[src/hw/rtl/pfd_pkg.sv]
package pfd_pkg;

	localparam logic [7:0] FRAME_FLAG = 8'hF7;

	localparam int HDR_IDX_W = 4;
	localparam int TDATA_W   = 80;
	localparam int TUSER_W   = 2;

	// Header byte positions, little-endian fields in order.
	localparam logic [HDR_IDX_W-1:0] HDR_DEST_LO   = 4'd0;
	localparam logic [HDR_IDX_W-1:0] HDR_DEST_HI   = 4'd1;
	localparam logic [HDR_IDX_W-1:0] HDR_SENDER_LO = 4'd2;
	localparam logic [HDR_IDX_W-1:0] HDR_SENDER_HI = 4'd3;
	localparam logic [HDR_IDX_W-1:0] HDR_UID_B0    = 4'd4;
	localparam logic [HDR_IDX_W-1:0] HDR_UID_B1    = 4'd5;
	localparam logic [HDR_IDX_W-1:0] HDR_UID_B2    = 4'd6;
	localparam logic [HDR_IDX_W-1:0] HDR_UID_B3    = 4'd7;

	typedef enum logic [1:0] {
		PH_IDLE,
		PH_HEAD,
		PH_BODY,
		PH_CLOSE
	} phase_t;

	typedef enum logic [1:0] {
		KIND_DATA,
		KIND_OK,
		KIND_BAD_CLOSE,
		KIND_BAD_OPEN
	} kind_t;

	typedef struct packed {
		logic        valid;
		kind_t       kind;
		logic [7:0]  data;
		logic [15:0] dest;
		logic [15:0] sender;
		logic [31:0] uid;
		logic [7:0]  len;
	} res_t;

endpackage

[src/hw/rtl/pfd_parser.sv]
module pfd_parser (
	input  logic          clk,
	input  logic          arst_n,
	input  logic          accept,
	input  logic [7:0]    rx_byte,
	output pfd_pkg::res_t res
);

	pfd_pkg::phase_t                  phase_q, phase_d;
	logic [pfd_pkg::HDR_IDX_W-1:0]    hdr_idx_q, hdr_idx_d;
	logic [15:0]                      dest_q, dest_d;
	logic [15:0]                      sender_q, sender_d;
	logic [31:0]                      uid_q, uid_d;
	logic [7:0]                       len_q, len_d;
	logic [7:0]                       count_q, count_d;
	logic [7:0]                       count_inc;

	assign count_inc = count_q + 8'd1;

	// Next state and header capture.
	always_comb begin
		phase_d   = phase_q;
		hdr_idx_d = hdr_idx_q;
		dest_d    = dest_q;
		sender_d  = sender_q;
		uid_d     = uid_q;
		len_d     = len_q;
		count_d   = count_q;
		case (phase_q)
			pfd_pkg::PH_IDLE: begin
				if (rx_byte == pfd_pkg::FRAME_FLAG) begin
					phase_d   = pfd_pkg::PH_HEAD;
					hdr_idx_d = '0;
				end
			end
			pfd_pkg::PH_HEAD: begin
				hdr_idx_d = hdr_idx_q + 1'b1;
				case (hdr_idx_q)
					pfd_pkg::HDR_DEST_LO:   dest_d[7:0]    = rx_byte;
					pfd_pkg::HDR_DEST_HI:   dest_d[15:8]   = rx_byte;
					pfd_pkg::HDR_SENDER_LO: sender_d[7:0]  = rx_byte;
					pfd_pkg::HDR_SENDER_HI: sender_d[15:8] = rx_byte;
					pfd_pkg::HDR_UID_B0:    uid_d[7:0]     = rx_byte;
					pfd_pkg::HDR_UID_B1:    uid_d[15:8]    = rx_byte;
					pfd_pkg::HDR_UID_B2:    uid_d[23:16]   = rx_byte;
					pfd_pkg::HDR_UID_B3:    uid_d[31:24]   = rx_byte;
					default: begin
						// Length byte; an empty payload goes straight to the close flag.
						len_d     = rx_byte;
						count_d   = '0;
						hdr_idx_d = '0;
						phase_d   = (rx_byte == 8'd0) ? pfd_pkg::PH_CLOSE : pfd_pkg::PH_BODY;
					end
				endcase
			end
			pfd_pkg::PH_BODY: begin
				count_d = count_inc;
				if (count_inc == len_q)
					phase_d = pfd_pkg::PH_CLOSE;
			end
			default: begin
				phase_d   = pfd_pkg::PH_IDLE;
				hdr_idx_d = '0;
				count_d   = '0;
			end
		endcase
	end

	// Result for the byte in flight, taken from the state before the update.
	always_comb begin
		res        = '0;
		res.data   = rx_byte;
		res.dest   = dest_q;
		res.sender = sender_q;
		res.uid    = uid_q;
		res.len    = len_q;
		case (phase_q)
			pfd_pkg::PH_IDLE: begin
				res.valid  = (rx_byte != pfd_pkg::FRAME_FLAG);
				res.kind   = pfd_pkg::KIND_BAD_OPEN;
				res.dest   = '0;
				res.sender = '0;
				res.uid    = '0;
				res.len    = '0;
			end
			pfd_pkg::PH_HEAD: begin
				res.valid = 1'b0;
				res.kind  = pfd_pkg::KIND_DATA;
			end
			pfd_pkg::PH_BODY: begin
				res.valid = 1'b1;
				res.kind  = pfd_pkg::KIND_DATA;
			end
			default: begin
				res.valid = 1'b1;
				res.kind  = (rx_byte == pfd_pkg::FRAME_FLAG) ? pfd_pkg::KIND_OK
					: pfd_pkg::KIND_BAD_CLOSE;
			end
		endcase
	end

	always_ff @(posedge clk or negedge arst_n) begin
		if (!arst_n) begin
			phase_q   <= pfd_pkg::PH_IDLE;
			hdr_idx_q <= '0;
			dest_q    <= '0;
			sender_q  <= '0;
			uid_q     <= '0;
			len_q     <= '0;
			count_q   <= '0;
		end else if (accept) begin
			phase_q   <= phase_d;
			hdr_idx_q <= hdr_idx_d;
			dest_q    <= dest_d;
			sender_q  <= sender_d;
			uid_q     <= uid_d;
			len_q     <= len_d;
			count_q   <= count_d;
		end
	end

endmodule

[src/hw/rtl/pfd_out_reg.sv]
module pfd_out_reg (
	input  logic                         clk,
	input  logic                         arst_n,
	input  logic                         in_accept,
	input  pfd_pkg::res_t                res,
	output logic                         in_ready,
	output logic                         out_valid,
	input  logic                         out_ready,
	output logic [pfd_pkg::TDATA_W-1:0]  out_data,
	output logic [pfd_pkg::TUSER_W-1:0]  out_user
);

	logic          valid_s1;
	pfd_pkg::res_t res_s1;

	// The register frees up in the same cycle its result is taken.
	assign in_ready  = !valid_s1 || out_ready;
	assign out_valid = valid_s1;
	assign out_user  = res_s1.kind;
	assign out_data  = {res_s1.len, res_s1.uid, res_s1.sender, res_s1.dest, res_s1.data};

	always_ff @(posedge clk or negedge arst_n) begin
		if (!arst_n) begin
			valid_s1 <= 1'b0;
		end else if (in_accept) begin
			valid_s1 <= res.valid;
		end else if (out_ready) begin
			valid_s1 <= 1'b0;
		end
	end

	always_ff @(posedge clk) begin
		if (in_accept && res.valid) begin
			res_s1 <= res;
		end
	end

endmodule

[src/hw/rtl/packet_frame_deframer.sv]
// A byte that gives a result shows it on the master side in the cycle after it is taken.
// Throughput: one byte per cycle; a byte is taken whenever the result register is empty
// or being drained in the same cycle.
// Header bytes and a good open flag give no result.
// Reset (arst_n low) returns the parser to idle and clears the captured header and the
// result register's valid flag.
module packet_frame_deframer (
	input  logic                         clk,
	input  logic                         arst_n,
	input  logic                         s_axis_tvalid,
	output logic                         s_axis_tready,
	input  logic [7:0]                   s_axis_tdata,  // [7:0] rx_byte
	output logic                         m_axis_tvalid,
	input  logic                         m_axis_tready,
	// [7:0] payload_byte, [23:8] destination, [39:24] sender, [71:40] frame_uid,
	// [79:72] payload_len
	output logic [pfd_pkg::TDATA_W-1:0]  m_axis_tdata,
	output logic [pfd_pkg::TUSER_W-1:0]  m_axis_tuser   // [1:0] kind
);

	logic          accept;
	pfd_pkg::res_t res;

	assign accept = s_axis_tvalid && s_axis_tready;

	pfd_parser u_parser (
		.clk     (clk),
		.arst_n  (arst_n),
		.accept  (accept),
		.rx_byte (s_axis_tdata),
		.res     (res)
	);

	pfd_out_reg u_out_reg (
		.clk       (clk),
		.arst_n    (arst_n),
		.in_accept (accept),
		.res       (res),
		.in_ready  (s_axis_tready),
		.out_valid (m_axis_tvalid),
		.out_ready (m_axis_tready),
		.out_data  (m_axis_tdata),
		.out_user  (m_axis_tuser)
	);

endmodule

[config.mk]
export PLATFORM = sky130hd
export DESIGN_NAME = packet_frame_deframer
export DESIGN_NICKNAME = d
export VERILOG_FILES = /design/src/hw/rtl/pfd_pkg.sv /design/src/hw/rtl/pfd_parser.sv /design/src/hw/rtl/pfd_out_reg.sv /design/src/hw/rtl/packet_frame_deframer.sv
export SDC_FILE = /design/constraint.sdc
export NUM_CORES = 1
export LEC_CHECK = 0
export BUFFER_PORTS_ARGS = -buffer_cell sky130_fd_sc_hd__buf_2
export CAP_MARGIN = 5
export CORE_ASPECT_RATIO = 2
export CORE_MARGIN = 3
export CORE_UTILIZATION = 55
export CTS_CLUSTER_DIAMETER = 30
export CTS_CLUSTER_SIZE = 16
export DETAILED_ROUTE_END_ITERATION = 7
export PLACE_DENSITY = 0.77
export SETUP_SLACK_MARGIN = 0.1
export SKIP_CTS_REPAIR_TIMING = 1
export SLEW_MARGIN = 5
export SYNTH_ARGS = -nofsm -noshare
export SYNTH_HDL_FRONTEND = slang
export SYNTH_HIERARCHICAL = 1
export SYNTH_SLANG_ARGS = --single-unit
[constraint.sdc]
create_clock -name clk -period 3.3 [get_ports clk]
set_input_delay 0.33 -clock clk [delete_from_list [all_inputs] [get_ports clk]]
set_output_delay 0.33 -clock clk [all_outputs]
set_load 0.02 [all_outputs]
==> impl_metrics.env <==
export IMPL_die_w_um=85.0
export IMPL_rsz0062_at_grt="no"
export IMPL_yosysWarnings=6
export IMPL_skew_ns=0.0102
export IMPL_worstPathMaxFanout=16
export IMPL_cts_tree="yes"
export IMPL_finalHoldViolCount=0
export IMPL_p_comb_share_pct=28.8
export IMPL_p_per_area_nw_per_um2=902
export IMPL_finalWirelength_um=13100
export IMPL_r2r_end="u_parser/count_q[4]"
export IMPL_hold_path_class="in2async"
export IMPL_grt_use_total_pct=19.6
export IMPL_diodes=0
export IMPL_finalCritPeriodShare_pct=75.7
export IMPL_port_buffers=95
export IMPL_cp_start_kind="register"
export IMPL_dpl_hpwl_um=8780
export IMPL_p_clk_share_pct=25.1
export IMPL_clock_sinks=169
export IMPL_grt_pass1_wl_um=20800
export IMPL_cp_slowest_cell="nand3_1"
export IMPL_r2r_start="u_parser/hdr_idx_q[0]"
export IMPL_min_period_ns=2.50
export IMPL_htreeDepth=4
export IMPL_crit_path_max_incr_delay_ns=0.41
export IMPL_status="completed"
export IMPL_routed_via_count=3973
export IMPL_setup_ws_ns=0.801
export IMPL_reg2reg_slack_ns=0.80
export IMPL_nNetsFinal=574
export IMPL_power_internal_uw=4760
export IMPL_core_um2=12200
export IMPL_drv_slew=0
export IMPL_relSlewSlack_pct=27.0
export IMPL_switching_share_pct=33.6
export IMPL_syn_cell_area_um2=6860
export IMPL_drive_gt1_share_pct=37.5
export IMPL_via_per_inst=5.57
export IMPL_syn_to_final_growth_pct=15.8
export IMPL_clk_pin_slew_worst_paths_ns=0.06
export IMPL_cts_inserted_buffers=17
export IMPL_clock_root_buffer="clkbuf_16"
export IMPL_yosysSeqAreaShare_pct=67.6
export IMPL_drc=0
export IMPL_antenna_left=0
export IMPL_syn_nets=486
export IMPL_mostFrequentLayoutCells="94 x buf_2, 87 x dfrtp_1, 82 x edfxtp_1"
export IMPL_drt_iter0_markers=217
export IMPL_dr_pass1_iters=4
export IMPL_routedWlPerCell_um=18.4
export IMPL_grt_pass1_vias=4105
export IMPL_worstPathRequired_ns=3.62
export IMPL_synth_area_leader_cell="edfxtp_1"
export IMPL_postSynthAreaPerCell_um2=14.8
export IMPL_syn_inst=465
export IMPL_cp_startpoint="u_parser/hdr_idx_q[0]"
export IMPL_netlist_cell_type_count=44
export IMPL_setup_viol=0
export IMPL_grt_overflow=0
export IMPL_n_fill_cell=867
export IMPL_ir_worst_vdd_mv=0.630
export IMPL_pre_cts_slack_ns=0.853
export IMPL_io_pins=96
export IMPL_synth_area_leaders="edfxtp_1 36%, dfrtp_1 32%, mux2_2 12%"
export IMPL_final_common_cell="buf_2"
export IMPL_leakagePower_uw=0.00352
export IMPL_antenna_found_initial=0
export IMPL_insertion_delay_ns=0.42
export IMPL_worstMarginPinSlew_ns=1.09
export IMPL_die_h_um=164
export IMPL_clockBufferDepth=2
export IMPL_synth_top_cell_area_share_pct=35.9
export IMPL_placed_area_um2=7410
export IMPL_die_area_um2=13900
export IMPL_start_util_pct=56.3
export IMPL_crit_chain="inv_1, ha_1, nor4_2, or3b_2, nand3_1, nor3_1, a21oi_1, o21ai_0"
export IMPL_place_congestion=0.865
export IMPL_worstSetupPathType="reg2reg"
export IMPL_rr_worst_depth=8
export IMPL_ys_ff_latch=169
export IMPL_pwr_share_seq_pct=46.1
export IMPL_switchingPower_uw=2410
export IMPL_setup_tns_ns=0
export IMPL_final_area_um2=7950
export IMPL_max_freq_mhz=400
export IMPL_grt_max_degree=88
export IMPL_rows=57
export IMPL_arrival_ns=2.82
export IMPL_maxCapViolations=0
export IMPL_cp_end_kind="register"
flip-flops by register name, indices dropped and copies added, names as in the netlist, 4 cells and up:
register and count:
u_parser/dest_q 16, u_parser/uid_q 32, u_parser/len_q 8, u_parser/count_q 8
u_parser/hdr_idx_q 4, u_out_reg/out_data 80, u_parser/sender_q 16
power by group through the flow:
stage          combinational [uW]  sequential [uW]  clock (uW)
2_1_floorplan                1060             3720           0
3_3_place_gp                 2030             3310           0
3_5_place_dp                 2080             3340           0
4_1_cts                      2100             3310        1830
5_1_grt                      2260             3370        1920
6_report                     2070             3310        1800
cell type report:
class	count	area, um2	area share, %
Sequential cell	169	4640	58.4
Tap cell	147	184	2.31
Clock inverter	15	115	1.45
Inverter	7	26.3	0.331
Clock buffer	17	425	5.35
Multi-Input combinational cell	260	2060	25.9
Timing Repair Buffer	98	500	6.30
how the worst max path moves through the flow:
| stage | end | depth (start not counted) |
|---|---|---|
| final | u_parser/count_q[4] | 8 |
| after global routing | u_parser/count_q[4] | 8 |
| after CTS | u_parser/count_q[4] | 8 |
| after detailed placement | u_parser/count_q[7] | 8 |
| after global placement | u_parser/count_q[4] | 8 |
| after floorplan | u_out_reg/out_data[0] | 6 |
synthesized netlist by cell type:
library cell   n
a21o_1         2
a211oi_1       1
xnor2_1        6
nor2_1         6
nand2b_4       1
buf_4          8
nand4_1        3
nand2_1       18
edfxtp_1      82
a21oi_1        5
a32o_1         1
nand3_1       10
ha_1           9
nor4b_1        1
inv_1          7
xor2_1         2
and3_1         1
nor2b_1       73
o21a_1         1
nand4b_1       1
a31oi_1        1
o21ai_0       12
mux2_2        71
mux2_1         3
nand3_2        1
nor3_1         7
buf_2          1
and2_4         2
nor4_2         1
or2_2          2
a22o_1         4
dfrtp_1       87
o22ai_2        1
nor3b_1        2
a41oi_1        1
clkbuf_1      20
or3_1          2
nand2b_1       2
or3b_2         1
o21bai_1       2
a221oi_4       1
or2b_1         1
and2_1         1
o311ai_0       1
per-stage QoR:
stage | power, uW | hold WS [ns] | utilization [%] | cells
after floorplan | 4780 | 0.0344 | - | 465
after global placement | 5340 | 0.480 | 60.8 | 681
after detailed placement | 5430 | 0.485 | 60.8 | 681
after CTS | 7240 | 0.146 | 65.2 | 713
after global routing | 7550 | 0.197 | 65.2 | 713
final | 7170 | 0.0912 | 65.2 | 713
layer usage:
layer / vias to the layer above / GRT usage (%) / part of all wire [%]
met3: 29 / 4.72 / 4.7
met2: 135 / 35.6 / 57
met5: - / 0 / 0
li1: 1819 / - / -
met1: 1990 / 21.3 / 36
met4: 0 / 8.65 / 2.4
cell families after synthesis:
family	synth area share (%)
AOI/OAI and AO/OA	3.46
xor gates and xnor gates	1.02
adders and majority gates	1.64
buffers and inverters	2.42
DFF	67.6
muxes	12.1
and+or+nand+nor	11.7
critical path, delay by kind of cell (launching register included):
family / cells / cell delay [ns]
buffers and inverters: 1 / 0.10
AO/OA/AOI/OAI: 2 / 0.32
flip-flops: 1 / 0.40
adder cells (fa/ha/maj): 1 / 0.25
AND/OR/NAND/NOR: 4 / 1.33
No activity file was read; power rests on OpenSTA's default activity.
